==> config.mk <==
export PLATFORM = sky130hd
export DESIGN_NAME = fba_ctrl
export DESIGN_NICKNAME = d
export VERILOG_FILES = /design/src/hdl/fba_pkg.sv /design/src/hdl/fba_ctrl.sv
export SDC_FILE = /design/constraint.sdc
export NUM_CORES = 1
export LEC_CHECK = 0
export ABC_AREA = 1
export BUFFER_PORTS_ARGS = -buffer_cell sky130_fd_sc_hd__buf_2
export CORE_AREA = 5 5 42 44
export CTS_CLUSTER_DIAMETER = 200
export DETAILED_ROUTE_END_ITERATION = 6
export DIE_AREA = 0 0 47 49
export PLACE_DENSITY_LB_ADDON = 0.15
export SYNTH_ARGS = -nofsm -noshare
export SYNTH_HDL_FRONTEND = slang
export SYNTH_SLANG_ARGS = --single-unit
==> constraint.sdc <==
create_clock -name clk -period 1.2 [get_ports clk]
set_input_delay 0.06 -clock clk [delete_from_list [all_inputs] [get_ports clk]]
set_output_delay 0.06 -clock clk [all_outputs]
set_load 0.02 [all_outputs]
==> src/hdl/fba_pkg.sv <==
// ----------------------------------------------------------------------------
// fba_pkg
// Shared constants, payload words, codes and control structs of the frame
// bitmap allocator.
// ----------------------------------------------------------------------------
package fba_pkg;

  localparam int BITMAP_WORDS = 1024;
  localparam int FRAME_SHIFT  = 12;

  localparam int WORD_BITS   = 32;
  localparam int BIT_AW      = 5;
  localparam int WORD_AW     = (BITMAP_WORDS > 1) ? $clog2(BITMAP_WORDS) : 1;
  localparam int FRAME_IDX_W = WORD_AW + BIT_AW;
  localparam int FRAME_NUM_W = 32 - FRAME_SHIFT;
  localparam int CFG_W       = 16;
  localparam int CFG_AW      = 2;
  localparam int CMD_W       = 3;
  localparam int FOUND_W     = 27;

  localparam logic [31:0] CAP = 32'(BITMAP_WORDS * WORD_BITS);
  localparam int EFF_W = (BITMAP_WORDS * WORD_BITS > 65535) ? CFG_W :
                         $clog2(BITMAP_WORDS * WORD_BITS + 1);

  localparam logic [CFG_W-1:0]  FRAME_COUNT_RST     = 16'd32768;
  localparam logic [CFG_AW-1:0] REG_FRAME_COUNT_ADR = 2'd0;

  typedef enum logic [CMD_W-1:0] {
    CMD_SET   = 3'd0,
    CMD_CLR   = 3'd1,
    CMD_TEST  = 3'd2,
    CMD_FIND  = 3'd3,
    CMD_ALLOC = 3'd4
  } cmd_e_t;

  typedef enum logic [1:0] {
    ST_OK     = 2'd0,
    ST_RANGE  = 2'd1,
    ST_NOFREE = 2'd2
  } status_e_t;

  typedef enum logic [2:0] {
    S_CLEAR,
    S_IDLE,
    S_DISPATCH,
    S_MOD,
    S_SCAN,
    S_FIN
  } state_t;

  typedef struct packed {
    logic [CMD_W-1:0] cmd;
    logic [31:0]      frame_addr;
  } in_word_t;

  typedef struct packed {
    logic [FOUND_W-1:0] found_addr;
    logic               was_used;
    logic [1:0]         status;
  } out_word_t;

  typedef struct packed {
    logic load;
    logic clr_step;
    logic rd_frame;
    logic rd_scan;
    logic wr_frame;
    logic wr_found;
    logic res_range;
    logic res_nofree;
    logic res_used;
    logic res_found;
    logic out_load;
  } fba_cmd_t;

  typedef struct packed {
    logic clr_done;
    logic is_rmw;
    logic is_find;
    logic is_set;
    logic is_clr;
    logic is_alloc;
    logic in_range;
    logic lim_zero;
    logic word_full;
    logic hit;
    logic chk_last;
  } fba_sts_t;

endpackage

==> src/hdl/fba_ctrl.sv <==
// ----------------------------------------------------------------------------
// fba_ctrl
// Sequencer of the allocator: clearing pass, dispatch, read-modify-write,
// word scan and result handoff.
// ----------------------------------------------------------------------------
module fba_ctrl (
  input  logic              clk,
  input  logic              rst_n,
  input  logic              in_valid,
  output logic              in_ready,
  output logic              out_valid,
  input  logic              out_ready,
  output fba_pkg::fba_cmd_t ctl,
  input  fba_pkg::fba_sts_t sts
);
  import fba_pkg::*;

  state_t state_r;
  state_t state_nxt;
  logic   out_valid_r;
  logic   out_valid_nxt;

  always_ff @(posedge clk) begin
    if (!rst_n) begin
      state_r     <= S_CLEAR;
      out_valid_r <= 1'b0;
    end else begin
      state_r     <= state_nxt;
      out_valid_r <= out_valid_nxt;
    end
  end

  always_comb begin
    ctl       = '0;
    state_nxt = state_r;
    in_ready  = 1'b0;
    case (state_r)
      S_CLEAR: begin
        ctl.clr_step = 1'b1;
        if (sts.clr_done) begin
          state_nxt = S_IDLE;
        end
      end
      S_IDLE: begin
        in_ready = 1'b1;
        if (in_valid) begin
          ctl.load  = 1'b1;
          state_nxt = S_DISPATCH;
        end
      end
      S_DISPATCH: begin
        if (sts.is_rmw) begin
          if (sts.in_range) begin
            ctl.rd_frame = 1'b1;
            state_nxt    = S_MOD;
          end else begin
            ctl.res_range = 1'b1;
            state_nxt     = S_FIN;
          end
        end else if (sts.is_find) begin
          if (sts.lim_zero) begin
            ctl.res_nofree = 1'b1;
            state_nxt      = S_FIN;
          end else begin
            ctl.rd_scan = 1'b1;
            state_nxt   = S_SCAN;
          end
        end else begin
          state_nxt = S_FIN;
        end
      end
      S_MOD: begin
        ctl.res_used = 1'b1;
        ctl.wr_frame = sts.is_set | sts.is_clr;
        state_nxt    = S_FIN;
      end
      S_SCAN: begin
        if (sts.word_full) begin
          if (sts.chk_last) begin
            ctl.res_nofree = 1'b1;
            state_nxt      = S_FIN;
          end else begin
            ctl.rd_scan = 1'b1;
          end
        end else if (sts.hit) begin
          ctl.res_found = 1'b1;
          ctl.wr_found  = sts.is_alloc;
          state_nxt     = S_FIN;
        end else begin
          ctl.res_nofree = 1'b1;
          state_nxt      = S_FIN;
        end
      end
      S_FIN: begin
        if (!out_valid_r || out_ready) begin
          ctl.out_load = 1'b1;
          state_nxt    = S_IDLE;
        end
      end
      default: begin
        state_nxt = S_IDLE;
      end
    endcase
  end

  always_comb begin
    if (ctl.out_load) begin
      out_valid_nxt = 1'b1;
    end else if (out_ready) begin
      out_valid_nxt = 1'b0;
    end else begin
      out_valid_nxt = out_valid_r;
    end
  end

  assign out_valid = out_valid_r;

endmodule

==> flow_summary.toml <==
[clock_network]
clk_path_buf_depth = 2
postCtsHoldBufs = 0
cts_buffers = 3
clk_pin_slew_ns = 0.04
clock_latency_ns = 0.23
cts_tree = "done"
cts_max_level = 1
root_buffer = "clkbuf_4"
cts_num_sinks = 4

[sta]
hold_viol = 0
finalSetupViolations = 3
worst_slack_ns = -0.0206
clock-skew-final_ns = 0.00570
grt_setup_unrepaired = "true"
finalMaxSlewViolations = 0
timing.final.crit_share_pct = 102
fin_crit_ns = 1.22
max_freq_mhz = 819
worst_pin_slew_ns = 0.155
slew-limit-headroom_pct = 89.6
whs_ns = 0.0718

[placement]
gp_congestion = 0.762
port-buffer-count = 27
dp_slack_ns = 0.0267
dpl.hpwl_um = 865

[floorplanning]
initial_core_util_pct = 26.2
core_um2 = 1400
io_pins = 28
dieHeight_um = 49
rows = 14
dieArea_um2 = 2300
die_w_um = 47

[critical_path]
path_max_fanout = 4
start_kind = "register"
cp_slowest_stage_delay_ns = 0.35
critPathRequiredTime_ns = 1.14
arrival_ns = 1.16
crit_path_top_delay_cell = "dfxtp_4"
crit_path_cell_trace = "inv_4 -> nand2_4 -> nor2_4 -> inv_2 -> nor3_4 -> buf_6"
critPathCaptureType = "primary output"
setup.worst_path.class = "reg2out"

[grt]
grtUsageTotal_pct = 10.4
grt.overflow.total = 0
antenna_found_initial = 0
grt_pass1_wl_um = 1760
grt_pass1_vias = 447
grt_max_degree = 8

[yosys]
postSynthAreaPerCell_um2 = 5.55
synthTopCellsByCount = "nand2_1 (15), nor2_1 (12), inv_1 (10)"
syn-cell-area_um2 = 367
yosysSeqAreaShare_pct = 21.8
yosys.area.top_type_share_pct = 21.8
ys_warn_count = 0
syn_nets = 81
ys_async_sr_fraction_pct = 0
synthMostInstantiatedCell = "nand2_1"
synth_top_flop_cell = "dfxtp_1"
yosys-top-cells-area = "dfxtp_1 (22%), nand2_1 (15%), nor2_1 (12%)"
synth.distinct_cells = 17
ys_seq_elements = 4
synth_edf_count = 0
syn_inst = 66
synth_top_area_cell = "dfxtp_1"

[outcome]
outcome = "finished, violations left"
violations = "setup timing"

[final_layout]
nets = 117
final_util_pct = 48.3
n_antenna_cell = 0
syn_to_final_growth_pct = 84.6
final_layout_size_suffix_gt1_share_pct = 58.0

[drt]
routed_via_density = 4.34
drtPass1Iterations = 4
drcViolationCount = 0
wl_um = 1110
ant_nets = 0
vias = 504
drt_iter0_drc = 7
routedWlPerCell_um = 9.55

[power]
power.leakage_nw = 0.368
irDropWorstVdd_uv = 1210
p_total_mw = 1.44
power_density_nw_per_um2 = 2130

[run]
drv_cap = 0

[min_path]
hold_class = "in2reg"
[timing repair]
| action | CTS | global route |
|---|---|---|
| setup endpoints to repair | 9 | 11 |
| resized for setup | 19 | 16 |
| pin swaps | 2 | 8 |
| endpoints found under the hold margin | 0 | 0 |
| buffers inserted | 1 | 3 |
[per-layer routing]
layer  routed length, um  GRT usage [%]  vias to the layer above
li1                    -              -                      270
met1                 456           11.8                      220
met2                 576           16.5                       14
met3                  74           4.43                        0
met4                   0           4.15                        0
met5                   0              0                        -
[worst paths after layout]
kind	startpoint	to	slack, ns	cells after the start
max	state_r[2]$_SDFFE_PN0P_	ctl[4]	-0.02	6
max reg2reg	state_r[2]$_SDFFE_PN0P_	state_r[2]$_SDFFE_PN0P_	0.03	8
min	rst_n	state_r[0]$_SDFFE_PN0P_	0.07	3
min reg2reg	out_valid$_SDFFE_PN0P_	out_valid$_SDFFE_PN0P_	0.51	2
[where the power goes]
group | internal (mW) | total [mW] | switching [mW]
Sequential | 0.212 | 0.319 | 0.107
Combinational | 0.423 | 0.962 | 0.539
Clock | 0.111 | 0.162 | 0.0507
Total | 0.746 | 1.44 | 0.697
[logic make-up (layout without fill, tap and decap cells)]
logic type	after synthesis	in the layout	synth area share, %
simple gates	43	43	55.6
flops	4	4	21.8
compound gates	5	5	7.17
buf+inv	14	48	15.4
[layout by cell type (no fill, tap or decap)]
cell,n
nand3b_1,1
nand2_4,2
nor3_2,1
inv_1,9
o22ai_1,1
nand2_1,12
o21ai_1,1
nor2_2,4
nor2_4,3
a21oi_2,1
dfxtp_1,1
clkbuf_4,3
nand2_2,3
nor2_1,9
inv_4,1
nor3_4,1
buf_2,18
nor3_1,1
inv_2,3
buf_6,3
nand3_1,5
nor3b_2,1
a21oi_1,2
buf_4,11
dfxtp_4,3
[flip-flops by register name, indices dropped and copies added, names as in the netlist]
signal / count
state_r: 3
out_valid: 1
[through the flow]
step	std cells	setup TNS, ns	cell area, um2
after floorplan	66	0	367
after global placement	109	0	522
after detailed placement	109	0	522
after CTS	113	-0.0861	603
after global routing	116	-0.706	677
final	116	-0.0427	677
[cell type report]
type | count | area, um2
tap | 16 | 20.0
multi-input combinational | 48 | 285
inverter | 13 | 51.3
timing repair buffer | 32 | 206
fill | 166 | 724
clock buffer | 3 | 22.5
sequential | 4 | 91.3
[worst max-delay path: cells and delay by family, from the launching register on]
kind / cells / cell delay (ns)
buffers and inverters: 3 / 0.28
flip-flops: 1 / 0.35
AND/OR/NAND/NOR: 3 / 0.29
No activity file was read; power rests on OpenSTA's default activity.
